==> src/sv/ptrr_pkg.sv <==
// Shared types and constants of the process table with round-robin selection.
package ptrr_pkg;

    localparam logic [2:0] OP_CREATE = 3'd0;
    localparam logic [2:0] OP_EXIT   = 3'd1;
    localparam logic [2:0] OP_FORK   = 3'd2;
    localparam logic [2:0] OP_TICK   = 3'd3;
    localparam logic [2:0] OP_QUERY  = 3'd4;

    localparam logic [1:0] ST_OK        = 2'd0;
    localparam logic [1:0] ST_FULL      = 2'd1;
    localparam logic [1:0] ST_NOT_FOUND = 2'd2;

    localparam logic [7:0]  DEFAULT_PRIO = 8'd10;
    localparam logic [15:0] IDLE_ID      = 16'd1;
    localparam logic [7:0]  IDLE_PRIO    = 8'd1;
    localparam logic [15:0] FIRST_ID     = 16'd2;

    typedef struct packed {
        logic [2:0]  op;
        logic [15:0] target_id;
        logic [7:0]  prio_in;
    } t_req;

    typedef struct packed {
        logic [1:0]  status;
        logic [15:0] new_id;
        logic [15:0] parent_out;
        logic [7:0]  prio_out;
        logic [31:0] ticks_out;
        logic [3:0]  cur_slot;
        logic [15:0] cur_id;
    } t_rsp;

    typedef struct packed {
        logic [15:0] id;
        logic [15:0] parent;
        logic [7:0]  prio;
        logic [31:0] ticks;
    } t_slot;

    typedef struct packed {
        logic rd_en;
        logic wr_en;
        logic live_set;
        logic live_clr;
    } t_tbl_ctl;

endpackage

==> src/sv/ptrr_req_if.sv <==
// Request channel: command, target id and priority.
interface ptrr_req_if;
    logic        valid;
    logic        ready;
    logic [2:0]  op;
    logic [15:0] target_id;
    logic [7:0]  prio_in;

    modport source (output valid, output op, output target_id, output prio_in, input ready);
    modport sink   (input valid, input op, input target_id, input prio_in, output ready);
endinterface

==> src/sv/ptrr_rsp_if.sv <==
// Response channel: status, new id, queried task fields and current task.
interface ptrr_rsp_if;
    logic        valid;
    logic        ready;
    logic [1:0]  status;
    logic [15:0] new_id;
    logic [15:0] parent_out;
    logic [7:0]  prio_out;
    logic [31:0] ticks_out;
    logic [3:0]  cur_slot;
    logic [15:0] cur_id;

    modport source (output valid, output status, output new_id, output parent_out,
                    output prio_out, output ticks_out, output cur_slot, output cur_id,
                    input ready);
    modport sink   (input valid, input status, input new_id, input parent_out,
                    input prio_out, input ticks_out, input cur_slot, input cur_id,
                    output ready);
endinterface

==> src/sv/ptrr_table.sv <==
// Slot memory with live and written flags and a registered read port.
module ptrr_table #(
    parameter int SLOTS = 16,
    localparam int SW = $clog2(SLOTS)
) (
    input  logic               i_clk,
    input  logic               i_rst_n,
    input  ptrr_pkg::t_tbl_ctl i_ctl,
    input  logic [SW-1:0]      i_rd_addr,
    input  logic [SW-1:0]      i_wr_addr,
    input  ptrr_pkg::t_slot    i_wr_data,
    output ptrr_pkg::t_slot    o_rd_data,
    output logic               o_rd_live
);

    ptrr_pkg::t_slot r_mem [SLOTS];
    logic [SLOTS-1:0] r_live;
    logic [SLOTS-1:0] r_wr;

    ptrr_pkg::t_slot r_q;
    logic            r_q_live;
    logic            r_q_wr;
    logic            r_q_zero;

    always_ff @(posedge i_clk) begin
        if (i_ctl.wr_en) begin
            r_mem[i_wr_addr] <= i_wr_data;
        end
        if (i_ctl.rd_en) begin
            r_q      <= r_mem[i_rd_addr];
            r_q_live <= r_live[i_rd_addr];
            r_q_wr   <= r_wr[i_rd_addr];
            r_q_zero <= (i_rd_addr == '0);
        end
    end

    always_ff @(posedge i_clk) begin
        if (!i_rst_n) begin
            r_live    <= SLOTS'(1);
            r_wr      <= '0;
        end else begin
            if (i_ctl.wr_en) begin
                r_wr[i_wr_addr] <= 1'b1;
            end
            if (i_ctl.live_set) begin
                r_live[i_wr_addr] <= 1'b1;
            end else if (i_ctl.live_clr) begin
                r_live[i_wr_addr] <= 1'b0;
            end
        end
    end

    // Never-written entries read as the reset contents; a free slot has id 0.
    always_comb begin
        if (r_q_wr) begin
            o_rd_data = r_q;
        end else begin
            o_rd_data        = '0;
            o_rd_data.id     = r_q_zero ? ptrr_pkg::IDLE_ID : 16'd0;
            o_rd_data.prio   = r_q_zero ? ptrr_pkg::IDLE_PRIO : 8'd0;
        end
        if (!r_q_live) begin
            o_rd_data.id = 16'd0;
        end
    end

    assign o_rd_live = r_q_live;

endmodule

==> src/sv/ptrr_ctrl.sv <==
// Sequencer: slot scan with one shared id compare, then the table update.
module ptrr_ctrl #(
    parameter int SLOTS = 16,
    localparam int SW = $clog2(SLOTS),
    localparam int KW = $clog2(SLOTS + 1)
) (
    input  logic               i_clk,
    input  logic               i_rst_n,
    input  logic               i_start,
    input  ptrr_pkg::t_req     i_req,
    output logic               o_idle,
    input  logic               i_rsp_free,
    output logic               o_rsp_load,
    output ptrr_pkg::t_rsp     o_rsp,
    output ptrr_pkg::t_tbl_ctl o_tbl,
    output logic [SW-1:0]      o_rd_addr,
    output logic [SW-1:0]      o_wr_addr,
    output ptrr_pkg::t_slot    o_wr_data,
    input  ptrr_pkg::t_slot    i_rd_data,
    input  logic               i_rd_live
);

    typedef enum logic [2:0] {
        S_IDLE, S_SCAN, S_EXEC, S_TICK_RD, S_TICK_WR, S_FIN_RD, S_FIN
    } t_state;

    t_state        r_state;
    logic [2:0]    r_op;
    logic [15:0]   r_tid;
    logic [7:0]    r_prio;
    logic [SW-1:0] r_cur;
    logic [15:0]   r_idcnt;
    logic [KW-1:0] r_total;
    logic [SW-1:0] r_addr;
    logic [KW-1:0] r_k;
    logic          r_pend;
    logic [SW-1:0] r_ridx;
    logic          r_found;
    logic [SW-1:0] r_fidx;
    logic          r_free_ok;
    logic [SW-1:0] r_free;
    logic [15:0]   r_cid;
    logic [15:0]   r_mpar;
    logic [7:0]    r_mpr;
    logic [31:0]   r_mtk;
    logic [1:0]    r_status;
    logic [15:0]   r_nid;
    logic [15:0]   r_par;
    logic [7:0]    r_pr;
    logic [31:0]   r_tk;

    logic          w_match;
    logic          w_full;
    logic          w_make;
    logic          w_kill;
    logic          w_scan_end;
    logic [SW-1:0] w_addr_nx;
    logic [SW-1:0] w_cur_nx;
    logic [7:0]    w_pri;
    logic [15:0]   w_id_nx;

    assign w_scan_end = (r_k == KW'(SLOTS));
    assign w_addr_nx  = (r_addr == SW'(SLOTS - 1)) ? '0 : r_addr + SW'(1);
    assign w_cur_nx   = (r_cur == SW'(SLOTS - 1)) ? '0 : r_cur + SW'(1);
    assign w_id_nx    = (r_idcnt == 16'hFFFF) ? 16'd1 : r_idcnt + 16'd1;

    // Tick looks for the next live slot; the other searches for a live id.
    assign w_match = (r_op == ptrr_pkg::OP_TICK) ? i_rd_live
                   : (i_rd_live && (i_rd_data.id == r_tid));

    assign w_full = (r_total >= KW'(SLOTS)) || !r_free_ok;
    assign w_make = (r_state == S_EXEC) && !w_full &&
                    ((r_op == ptrr_pkg::OP_CREATE) ||
                     ((r_op == ptrr_pkg::OP_FORK) && r_found));
    assign w_kill = (r_state == S_EXEC) && (r_op == ptrr_pkg::OP_EXIT) && r_found;
    assign w_pri  = (r_op == ptrr_pkg::OP_CREATE) ? r_prio : r_mpr;

    always_comb begin
        o_tbl     = '0;
        o_rd_addr = r_addr;
        o_wr_addr = r_cur;
        o_wr_data = i_rd_data;
        case (r_state)
            S_SCAN: begin
                o_tbl.rd_en = !w_scan_end;
            end
            S_TICK_RD, S_FIN_RD: begin
                o_tbl.rd_en = 1'b1;
                o_rd_addr   = r_cur;
            end
            S_TICK_WR: begin
                o_tbl.wr_en = 1'b1;
                if (i_rd_data.ticks != 32'hFFFF_FFFF) begin
                    o_wr_data.ticks = i_rd_data.ticks + 32'd1;
                end
            end
            S_EXEC: begin
                if (w_make) begin
                    o_tbl.wr_en      = 1'b1;
                    o_tbl.live_set   = 1'b1;
                    o_wr_addr        = r_free;
                    o_wr_data.id     = r_idcnt;
                    o_wr_data.parent = (r_op == ptrr_pkg::OP_CREATE) ? r_cid : r_tid;
                    o_wr_data.prio   = (w_pri == 8'd0) ? ptrr_pkg::DEFAULT_PRIO : w_pri;
                    o_wr_data.ticks  = 32'd0;
                end else if (w_kill) begin
                    o_tbl.live_clr = 1'b1;
                    o_wr_addr      = r_fidx;
                end
            end
            default: begin
            end
        endcase
    end

    always_ff @(posedge i_clk) begin
        if (!i_rst_n) begin
            r_state <= S_IDLE;
            r_cur   <= '0;
            r_idcnt <= ptrr_pkg::FIRST_ID;
            r_total <= KW'(1);
            r_pend  <= 1'b0;
        end else begin
            case (r_state)
                S_IDLE: begin
                    if (i_start) begin
                        r_op      <= i_req.op;
                        r_tid     <= i_req.target_id;
                        r_prio    <= i_req.prio_in;
                        r_found   <= 1'b0;
                        r_free_ok <= 1'b0;
                        r_status  <= ptrr_pkg::ST_OK;
                        r_nid     <= '0;
                        r_par     <= '0;
                        r_pr      <= '0;
                        r_tk      <= '0;
                        r_cid     <= '0;
                        r_addr    <= '0;
                        r_k       <= '0;
                        if (i_req.op == ptrr_pkg::OP_TICK) begin
                            r_state <= (r_total == '0) ? S_FIN_RD : S_TICK_RD;
                        end else if (i_req.op == ptrr_pkg::OP_CREATE ||
                                     i_req.op == ptrr_pkg::OP_EXIT ||
                                     i_req.op == ptrr_pkg::OP_FORK ||
                                     i_req.op == ptrr_pkg::OP_QUERY) begin
                            r_state <= S_SCAN;
                        end else begin
                            r_state <= S_FIN_RD;
                        end
                    end
                end
                S_SCAN: begin
                    r_pend <= !w_scan_end;
                    if (!w_scan_end) begin
                        r_addr <= w_addr_nx;
                        r_k    <= r_k + KW'(1);
                        r_ridx <= r_addr;
                    end
                    if (r_pend) begin
                        if (w_match && !r_found) begin
                            r_found <= 1'b1;
                            r_fidx  <= r_ridx;
                            r_mpar  <= i_rd_data.parent;
                            r_mpr   <= i_rd_data.prio;
                            r_mtk   <= i_rd_data.ticks;
                        end
                        if (!i_rd_live && !r_free_ok) begin
                            r_free_ok <= 1'b1;
                            r_free    <= r_ridx;
                        end
                        if (r_ridx == r_cur) begin
                            r_cid <= i_rd_data.id;
                        end
                    end
                    if (w_scan_end && !r_pend) begin
                        r_state <= S_EXEC;
                    end
                end
                S_EXEC: begin
                    case (r_op)
                        ptrr_pkg::OP_CREATE, ptrr_pkg::OP_FORK: begin
                            if ((r_op == ptrr_pkg::OP_FORK) && !r_found) begin
                                r_status <= ptrr_pkg::ST_NOT_FOUND;
                            end else if (w_full) begin
                                r_status <= ptrr_pkg::ST_FULL;
                            end else begin
                                r_nid   <= r_idcnt;
                                r_idcnt <= w_id_nx;
                                r_total <= r_total + KW'(1);
                            end
                        end
                        ptrr_pkg::OP_EXIT: begin
                            if (!r_found) begin
                                r_status <= ptrr_pkg::ST_NOT_FOUND;
                            end else begin
                                r_total <= r_total - KW'(1);
                            end
                        end
                        ptrr_pkg::OP_QUERY: begin
                            if (!r_found) begin
                                r_status <= ptrr_pkg::ST_NOT_FOUND;
                            end else begin
                                r_par <= r_mpar;
                                r_pr  <= r_mpr;
                                r_tk  <= r_mtk;
                            end
                        end
                        ptrr_pkg::OP_TICK: begin
                            r_cur <= r_fidx;
                        end
                        default: begin
                        end
                    endcase
                    r_state <= S_FIN_RD;
                end
                S_TICK_RD: begin
                    r_state <= S_TICK_WR;
                end
                S_TICK_WR: begin
                    // Cyclic search starts one past the charged slot.
                    r_addr  <= w_cur_nx;
                    r_k     <= '0;
                    r_state <= S_SCAN;
                end
                S_FIN_RD: begin
                    r_state <= S_FIN;
                end
                S_FIN: begin
                    if (i_rsp_free) begin
                        r_state <= S_IDLE;
                    end
                end
                default: begin
                    r_state <= S_IDLE;
                end
            endcase
        end
    end

    assign o_idle     = (r_state == S_IDLE);
    assign o_rsp_load = (r_state == S_FIN) && i_rsp_free;

    always_comb begin
        o_rsp.status     = r_status;
        o_rsp.new_id     = r_nid;
        o_rsp.parent_out = r_par;
        o_rsp.prio_out   = r_pr;
        o_rsp.ticks_out  = r_tk;
        o_rsp.cur_slot   = 4'(r_cur);
        o_rsp.cur_id     = i_rd_data.id;
    end

endmodule

==> src/sv/process_table_round_robin.sv <==
// Process table top level: one request in, one response out, round-robin current task.
// Create, exit, fork and query scan every slot, one slot per cycle through the single read
// port of the slot memory; a tick charges the current task, then scans for the next live
// one; an undefined op or a tick with an empty table skips the scan. One request at a time;
// the next is accepted in the cycle after the response register loads.
// Reset: slot 0 holds the idle task and is the only live slot, written flags clear at once, no clearing pass.
module process_table_round_robin #(
    parameter int SLOTS = 16
) (
    input  logic              i_clk,
    input  logic              i_rst_n,
    ptrr_req_if.sink          i_req,
    ptrr_rsp_if.source        o_rsp
);

    localparam int SW = $clog2(SLOTS);

    ptrr_pkg::t_req     w_req;
    ptrr_pkg::t_rsp     w_rsp;
    ptrr_pkg::t_tbl_ctl w_tbl;
    ptrr_pkg::t_slot    w_wr_data;
    ptrr_pkg::t_slot    w_rd_data;
    logic [SW-1:0]      w_rd_addr;
    logic [SW-1:0]      w_wr_addr;
    logic               w_rd_live;
    logic               w_idle;
    logic               w_rsp_load;
    logic               w_rsp_free;

    logic               r_out_vld;
    ptrr_pkg::t_rsp     r_out;

    assign w_req.op        = i_req.op;
    assign w_req.target_id = i_req.target_id;
    assign w_req.prio_in   = i_req.prio_in;
    assign i_req.ready     = w_idle;

    // Response register lets the next request start while this one waits.
    assign w_rsp_free = !r_out_vld || o_rsp.ready;

    ptrr_ctrl #(.SLOTS(SLOTS)) u_ctrl (
        .i_clk      (i_clk),
        .i_rst_n    (i_rst_n),
        .i_start    (i_req.valid && w_idle),
        .i_req      (w_req),
        .o_idle     (w_idle),
        .i_rsp_free (w_rsp_free),
        .o_rsp_load (w_rsp_load),
        .o_rsp      (w_rsp),
        .o_tbl      (w_tbl),
        .o_rd_addr  (w_rd_addr),
        .o_wr_addr  (w_wr_addr),
        .o_wr_data  (w_wr_data),
        .i_rd_data  (w_rd_data),
        .i_rd_live  (w_rd_live)
    );

    ptrr_table #(.SLOTS(SLOTS)) u_table (
        .i_clk     (i_clk),
        .i_rst_n   (i_rst_n),
        .i_ctl     (w_tbl),
        .i_rd_addr (w_rd_addr),
        .i_wr_addr (w_wr_addr),
        .i_wr_data (w_wr_data),
        .o_rd_data (w_rd_data),
        .o_rd_live (w_rd_live)
    );

    always_ff @(posedge i_clk) begin
        if (!i_rst_n) begin
            r_out_vld <= 1'b0;
        end else begin
            if (w_rsp_load) begin
                r_out_vld <= 1'b1;
                r_out     <= w_rsp;
            end else if (o_rsp.ready) begin
                r_out_vld <= 1'b0;
            end
        end
    end

    assign o_rsp.valid      = r_out_vld;
    assign o_rsp.status     = r_out.status;
    assign o_rsp.new_id     = r_out.new_id;
    assign o_rsp.parent_out = r_out.parent_out;
    assign o_rsp.prio_out   = r_out.prio_out;
    assign o_rsp.ticks_out  = r_out.ticks_out;
    assign o_rsp.cur_slot   = r_out.cur_slot;
    assign o_rsp.cur_id     = r_out.cur_id;

endmodule

==> src/flat_wrapper.sv <==
// flat-port wrapper written by rule: the top's interface ports become plain ports
module process_table_round_robin_flat 
#(
    parameter int SLOTS = 16
)
  (i_clk, i_rst_n, i_req_valid, i_req_op, i_req_target_id, i_req_prio_in, i_req_ready, o_rsp_valid, o_rsp_status, o_rsp_new_id, o_rsp_parent_out, o_rsp_prio_out, o_rsp_ticks_out, o_rsp_cur_slot, o_rsp_cur_id, o_rsp_ready);
  ptrr_req_if i_req_i ();
  ptrr_rsp_if o_rsp_i ();
  input  logic i_clk;
  input  logic i_rst_n;
  input wire logic [$bits(i_req_i.valid)-1:0] i_req_valid;
  input wire logic [$bits(i_req_i.op)-1:0] i_req_op;
  input wire logic [$bits(i_req_i.target_id)-1:0] i_req_target_id;
  input wire logic [$bits(i_req_i.prio_in)-1:0] i_req_prio_in;
  output wire logic [$bits(i_req_i.ready)-1:0] i_req_ready;
  output wire logic [$bits(o_rsp_i.valid)-1:0] o_rsp_valid;
  output wire logic [$bits(o_rsp_i.status)-1:0] o_rsp_status;
  output wire logic [$bits(o_rsp_i.new_id)-1:0] o_rsp_new_id;
  output wire logic [$bits(o_rsp_i.parent_out)-1:0] o_rsp_parent_out;
  output wire logic [$bits(o_rsp_i.prio_out)-1:0] o_rsp_prio_out;
  output wire logic [$bits(o_rsp_i.ticks_out)-1:0] o_rsp_ticks_out;
  output wire logic [$bits(o_rsp_i.cur_slot)-1:0] o_rsp_cur_slot;
  output wire logic [$bits(o_rsp_i.cur_id)-1:0] o_rsp_cur_id;
  input wire logic [$bits(o_rsp_i.ready)-1:0] o_rsp_ready;
  assign i_req_i.valid = i_req_valid;
  assign i_req_i.op = i_req_op;
  assign i_req_i.target_id = i_req_target_id;
  assign i_req_i.prio_in = i_req_prio_in;
  assign i_req_ready = i_req_i.ready;
  assign o_rsp_valid = o_rsp_i.valid;
  assign o_rsp_status = o_rsp_i.status;
  assign o_rsp_new_id = o_rsp_i.new_id;
  assign o_rsp_parent_out = o_rsp_i.parent_out;
  assign o_rsp_prio_out = o_rsp_i.prio_out;
  assign o_rsp_ticks_out = o_rsp_i.ticks_out;
  assign o_rsp_cur_slot = o_rsp_i.cur_slot;
  assign o_rsp_cur_id = o_rsp_i.cur_id;
  assign o_rsp_i.ready = o_rsp_ready;
  process_table_round_robin #(.SLOTS(SLOTS)) u_core (.i_clk(i_clk), .i_rst_n(i_rst_n), .i_req(i_req_i), .o_rsp(o_rsp_i));
endmodule
==> config.mk <==
export PLATFORM = sky130hd
export DESIGN_NAME = process_table_round_robin_flat
export DESIGN_NICKNAME = d
export VERILOG_FILES = /design/src/sv/ptrr_pkg.sv /design/src/sv/ptrr_req_if.sv /design/src/sv/ptrr_rsp_if.sv /design/src/sv/ptrr_table.sv /design/src/sv/ptrr_ctrl.sv /design/src/sv/process_table_round_robin.sv /design/src/flat_wrapper.sv
export SDC_FILE = /design/constraint.sdc
export NUM_CORES = 2
export LEC_CHECK = 0
export BUFFER_PORTS_ARGS = -buffer_cell sky130_fd_sc_hd__buf_2
export CAP_MARGIN = 20
export CORE_ASPECT_RATIO = 0.6
export CORE_MARGIN = 3
export CORE_UTILIZATION = 43
export CTS_BUF_LIST = sky130_fd_sc_hd__clkbuf_8
export DETAILED_ROUTE_END_ITERATION = 10
export PLACE_DENSITY = 0.66
export SYNTH_ARGS = -nofsm -noshare
export SYNTH_HDL_FRONTEND = slang
export SYNTH_SLANG_ARGS = --single-unit
==> constraint.sdc <==
create_clock -name i_clk -period 14.9 [get_ports i_clk]
set_clock_uncertainty 0.1 [all_clocks]
set_input_delay 1.49 -clock i_clk [delete_from_list [all_inputs] [get_ports i_clk]]
set_output_delay 1.49 -clock i_clk [all_outputs]
set_load 0.02 [all_outputs]
; After elaboration in Yosys (flattened, before gate mapping)
; Memory sizes are Yosys's and may differ from the RTL's. A register that Yosys moved wholly into a read port is not among the register bits.
; Index checks and enable logic that the tools add are counted.
[word_totals]
register_bits = 355
mem_bits_rw = 1152
output_inout_bits = 96
elab_cells = 239
mem_count = 1
[mem_list]
columns = name, depth, word_bits, read_ports, rd_ports_with_merged_regs, write_ports, line
row1 = u_core.u_table.r_mem, 16, 72, 1, 1, 1, ptrr_table.sv:16  ; ptrr_pkg::t_slot r_mem [SLOTS];
[op_classes]
n_addsub = 7
order_cmp = 4
eq_ne = 40
n_mux = 86
bitwise_logic = 7
reduce_logical = 57
[op_table]
columns = cell, count
row1 = two-way mux 16 bit, 13
row2 = two-way mux 72 bit, 2
row3 = two-way mux 32 bit, 4
row4 = one-hot mux 32 bit (2 select lines), 2
row5 = one-hot mux 16 bit (2 select lines), 3
row6 = two-way mux 40 bit, 1
row7 = two-way mux 8 bit, 5
row8 = "adder 32 x 1 -> 32 bit, second input constant", 1
row9 = two-way mux 4 bit, 8
row10 = "!= test 32 bit, second input constant", 1
row11 = bitwise OR 16 bit, 2
row12 = "!= test 2 bit, second input constant", 14
row13 = two-way mux 5 bit, 5
row14 = AND reduction 5 bit, 5
row15 = one-hot mux 3 bit (7 select lines), 1
row16 = "equality test 3 x 2 -> 1 bit, second input constant", 6
row17 = two-way mux 3 bit, 6
row18 = two-way mux 1 bit, 17
row19 = "adder 16 x 1 -> 16 bit, second input constant", 1
row20 = AND 16 bit, 1
row21 = equality test 16 bit, 1
row22 = "equality test 16 bit, second input constant", 1
row23 = NOT 16 bit, 1
row24 = one-hot mux 8 bit (2 select lines), 1
row25 = other kinds (38), 99

; Logic depth before layout (Yosys ltp)
[depth]
ltp_word = 15
ltp_mapped = 11
depth_no_buf = 9

; Modules after synthesis
; A second synthesis with hierarchy kept.
[unflattened]
hier_cells = 3248
area_unflattened_um2 = 61332.6
[modules_own_cells]
columns = mod, n_inst, cells_per_inst, area_each_um2
row1 = ptrr_table, 1, 2237, 47724.5
row2 = ptrr_ctrl, 1, 911, 10724.0
row3 = process_table_round_robin, 1, 100, 2884.0

; Least setup slack after synthesis
; Ideal clock, no wire load.
[synth_timing]
path_kind = flip-flop to flip-flop
start = register u_core.u_ctrl.r_state[1]
end = register u_core.u_table.r_q_live (netlist: u_core.u_table.o_rd_live), enable pin
t_arrival_ns = 6.532
required_ns = 14.180
slack_ns = 7.648
stages_incl_launch_ff = 5
path_cell_list = dfxtp_1 > clkbuf_1 > clkbuf_1 > nor3_1 > a211oi_1
[synth_rtl]
columns = item, line
row1 = "start, declared", ptrr_ctrl.sv:27  ; t_state r_state;
row2 = "start signal, assigned", ptrr_ctrl.sv:141  ; r_state <= (r_total == '0) ? S_FIN_RD : S_TICK_RD;
row3 = "end signal, assigned", ptrr_table.sv:31  ; r_q_live <= r_live[i_rd_addr];
row4 = "end, declared", ptrr_table.sv:21  ; logic r_q_live;

; Worst setup path after layout
[layout_timing]
start = register u_core.u_ctrl.r_state[1]
end = register u_core.u_table.r_q[25] (netlist name)
[layout_via]
elab_chain_cells = 3
[layout_lines]
columns = item, line
row1 = equality test 3 bit or equality test 3 x 2 -> 1 bit (tied branches), ptrr_ctrl.sv:83  ; case (r_state)
row2 = OR reduction 2 bit, ptrr_ctrl.sv:83
row3 = one-hot mux 1 bit (2 select lines) or two-way mux 4 bit (tied branches), ptrr_ctrl.sv:83
; Several ways; a longest one is shown, not always the timed one.
; A chain may end at the register's enable or synchronous reset.

==> results.sh <==
export IMPL_cts_sinks=1579
export IMPL_postRouteAntennaNets=0
export IMPL_setup_violations=0
export IMPL_fin_ws_ns=8.40
export IMPL_cp_end_kind="flip-flop"
export IMPL_drt_initial_drc_count=6045
export IMPL_drc_errors=0
export IMPL_critPathLaunchType="flip-flop"
export IMPL_whs_path_depth=0
export IMPL_fin_hold_ws_ns=0.306
export IMPL_max_slew_margin_pct=20.4
export IMPL_cts_path_max_buffers=3
export IMPL_synthCells=4949
export IMPL_seq_power_share_pct=53.8
export IMPL_cts_hold_buf=0
export IMPL_ys_warn_count=0
export IMPL_path_cells="xor2_1 > a21oi_4 > buf_4 > buf_4 > buf_4 > buf_4 > buf_4 > o21ai_0 > o211ai_1 > a21oi_1 > nor4_1"
export IMPL_start_util_pct=43.7
export IMPL_pwr_share_comb_pct=13.2
export IMPL_max_freq_mhz=154
export IMPL_clk_pin_slew_ns=0.07
export IMPL_grt_start_max_net_pins=206
export IMPL_cts_root_buf="clkbuf_8"
export IMPL_synth_area_mm2=0.0648
export IMPL_numCtsBuffers=218
export IMPL_gp_congestion=0.844
export IMPL_drtPass1Iterations=6
export IMPL_clk_latency_ns=0.94
export IMPL_hpwlAfterDp_mm=94.1
export IMPL_maxCapViolations=0
export IMPL_period_share_pct=43.6
export IMPL_crit_type="flip-flop to flip-flop"
export IMPL_grt_overflow=0
export IMPL_cp_slowest_cell="buf_4"
export IMPL_period_needed_ns=6.50
export IMPL_ff2ff_path_depth=11
export IMPL_rows=109
export IMPL_tightestPinTransition_ns=1.17
export IMPL_p_int_mw=6.94
export IMPL_hold_class="flip-flop to flip-flop"
export IMPL_seq_area_frac_synth_pct=72.2
export IMPL_synthFlopType="edfxtp_1"
export IMPL_clkPwrFrac_pct=33.0
export IMPL_fin_nets=5120
export IMPL_post_route_util_pct=48.6
export IMPL_arrival_ns=7.14
export IMPL_yosys_cell_types_count=65
export IMPL_grt_pass1_wl_mm=266
export IMPL_synth_nets=4990
export IMPL_hold_viol=0
export IMPL_die_h_um=307
export IMPL_cpPeakStageDelay_ns=0.91
export IMPL_setup_tns_ns=0
export IMPL_fp_dieW_um=507
export IMPL_pwr_density_cell_mw_per_mm2=133
export IMPL_layout_drive_gt1_share_pct=11.3
export IMPL_drt_total_wl_mm=180
export IMPL_grt_pass1_vias=40275
export IMPL_numPortBuffers=126
export IMPL_drt_vias_per_instance=5.86
export IMPL_p_sw_mw=2.67
export IMPL_final_common_cell="edfxtp_1"
export IMPL_cts_resized=0
export IMPL_pin_count=127
export IMPL_h_tree_depth=4
export IMPL_mostFrequentLayoutCells="1517 x edfxtp_1, 697 x inv_1, 655 x o21ai_0"
export IMPL_fillers=12805
export IMPL_coreArea_mm2=0.149
export IMPL_dp_slack_ns=8.52
export IMPL_grt_setup_unrepaired="no"
export IMPL_track_usage_pct=22.7
export IMPL_dieArea_mm2=0.156
export IMPL_status="finished clean"
export IMPL_postCtsSetupBuffers=0
export IMPL_report_final_slew_viol_count=0
export IMPL_dpl_instance_area_mm2=0.0679
export IMPL_avgRoutedWirePerCell_um=24.8
export IMPL_leakage_nw=24.6
export IMPL_cp_common_cell="buf_4"
export IMPL_synth_edff_count=1517
export IMPL_vias=42487
export IMPL_critPathRequiredTime_ns=15.54
export IMPL_ys_async_sr_fraction_pct=0
export IMPL_cp_max_fo=108
export IMPL_postLayoutCellArea_mm2=0.0721
export IMPL_vdd_drop_max_v=0.000110
export IMPL_swShare_pct=27.8
export IMPL_ys_seq_elements=1579
export IMPL_syn_area_per_cell_um2=13.1
export IMPL_antenna_found_initial=8
export IMPL_cts_tree="built"
export IMPL_syn2layout_area_growth_pct=11.2
-- worst paths after layout --
path / start / to / slack (ns)
hold / removal: u_core.u_ctrl.r_par[13] / u_core.o_rsp.parent_out[13] / 0.31
setup / recovery: u_core.u_ctrl.r_state[1] / u_core.u_table.r_q[25] / 8.40
hold reg to reg: u_core.u_ctrl.r_par[13] / u_core.o_rsp.parent_out[13] / 0.31
setup reg to reg: u_core.u_ctrl.r_state[1] / u_core.u_table.r_q[25] / 8.40
-- worst max-delay path: cells and delay by family, from the launching register on --
kind,cells,cell delay (ns)
buffers and inverters,5,3.82
AND/OR/NAND/NOR,1,0.33
AO/OA/AOI/OAI,4,0.72
XOR/XNOR,1,0.29
flip-flops,1,0.84
-- synthesized netlist by cell type (13+ instances only) --
cell type | n | area share (%)
nand4_1 | 19 | 0.18
and2_1 | 131 | 1.3
nand3_1 | 28 | 0.22
a21oi_1 | 326 | 2.5
dfxtp_1 | 62 | 1.9
mux2i_1 | 41 | 0.63
o211ai_1 | 609 | 7.1
buf_1 | 21 | 0.12
edfxtp_1 | 1517 | 70
nor2_1 | 100 | 0.58
o22ai_1 | 21 | 0.20
inv_1 | 626 | 3.6
xnor2_1 | 19 | 0.26
buf_2 | 17 | 0.13
nor3_1 | 22 | 0.17
nor4_1 | 92 | 0.89
o21ai_0 | 660 | 5.1
xor2_1 | 17 | 0.23
nand2_1 | 140 | 0.81
o31ai_1 | 13 | 0.15
clkbuf_1 | 322 | 1.9
-- sequential cells by signal, summed over array words and instances (netlist names), 8 cells and up, named ones only --
register / count
u_core.u_table.r_mem: 1152
u_core.u_table.r_q: 72
u_core.o_rsp.ticks_out: 32
u_core.u_ctrl.r_mtk: 32
u_core.u_ctrl.r_tk: 32
u_core.o_rsp.cur_id: 16
u_core.o_rsp.new_id: 16
u_core.o_rsp.parent_out: 16
u_core.u_ctrl.r_cid: 16
u_core.u_ctrl.r_idcnt: 16
u_core.u_ctrl.r_mpar: 16
u_core.u_ctrl.r_nid: 16
u_core.u_ctrl.r_par: 16
u_core.u_ctrl.r_tid: 16
u_core.u_table.r_wr: 16
u_core.o_rsp.prio_out: 8
u_core.u_ctrl.r_mpr: 8
u_core.u_ctrl.r_pr: 8
u_core.u_ctrl.r_prio: 8
-- area by class of cell --
class | count | area [um^2] | area share [%]
Sequential cell | 1579 | 46800 | 64.9
Multi-Input combinational cell | 2379 | 14600 | 20.2
Clock inverter | 167 | 932 | 1.29
Tap cell | 1998 | 2500 | 3.47
Antenna cell | 9 | 22.5 | 0.0312
Timing Repair Buffer | 273 | 1830 | 2.54
Inverter | 628 | 2360 | 3.27
Clock buffer | 223 | 3070 | 4.26
-- per-layer routing --
layer,GRT usage [%],vias up,part of all wire (%),routed length (um)
met5,0,-,0.0072,13
met4,6.53,2,2.2,3890
met3,4.59,293,11,19800
met2,33.3,2395,44,79000
met1,34.1,21079,43,77400
li1,-,18718,-,-
-- power groups by stage --
stage / clock, mW / combinational [mW] / sequential [mW]
after CTS: 3.23 / 1.23 / 5.17
after global placement: 0 / 1.20 / 5.26
after detailed placement: 0 / 1.23 / 5.26
after global routing: 3.43 / 1.36 / 5.17
final: 3.17 / 1.26 / 5.17
after floorplan: 0 / 0.770 / 5.24
-- stage by stage --
step | power, mW | instances
finish | 9.60 | 7256
global route | 9.96 | 7251
CTS | 9.62 | 7234
detailed placement | 6.49 | 6844
global placement | 6.46 | 6840
floorplan | 6.01 | 4949
-- logic make-up after synthesis --
logic type	count (synthesis)	synth area share, %
and+or+nand+nor	594	4.82
adders and majority gates	10	0.205
muxes	44	0.685
AOI/OAI and AO/OA	1695	15.8
DFF	1579	72.2
xor gates and xnor gates	36	0.486
buffers and inverters	991	5.81
No activity file was read; power rests on OpenSTA's default activity.
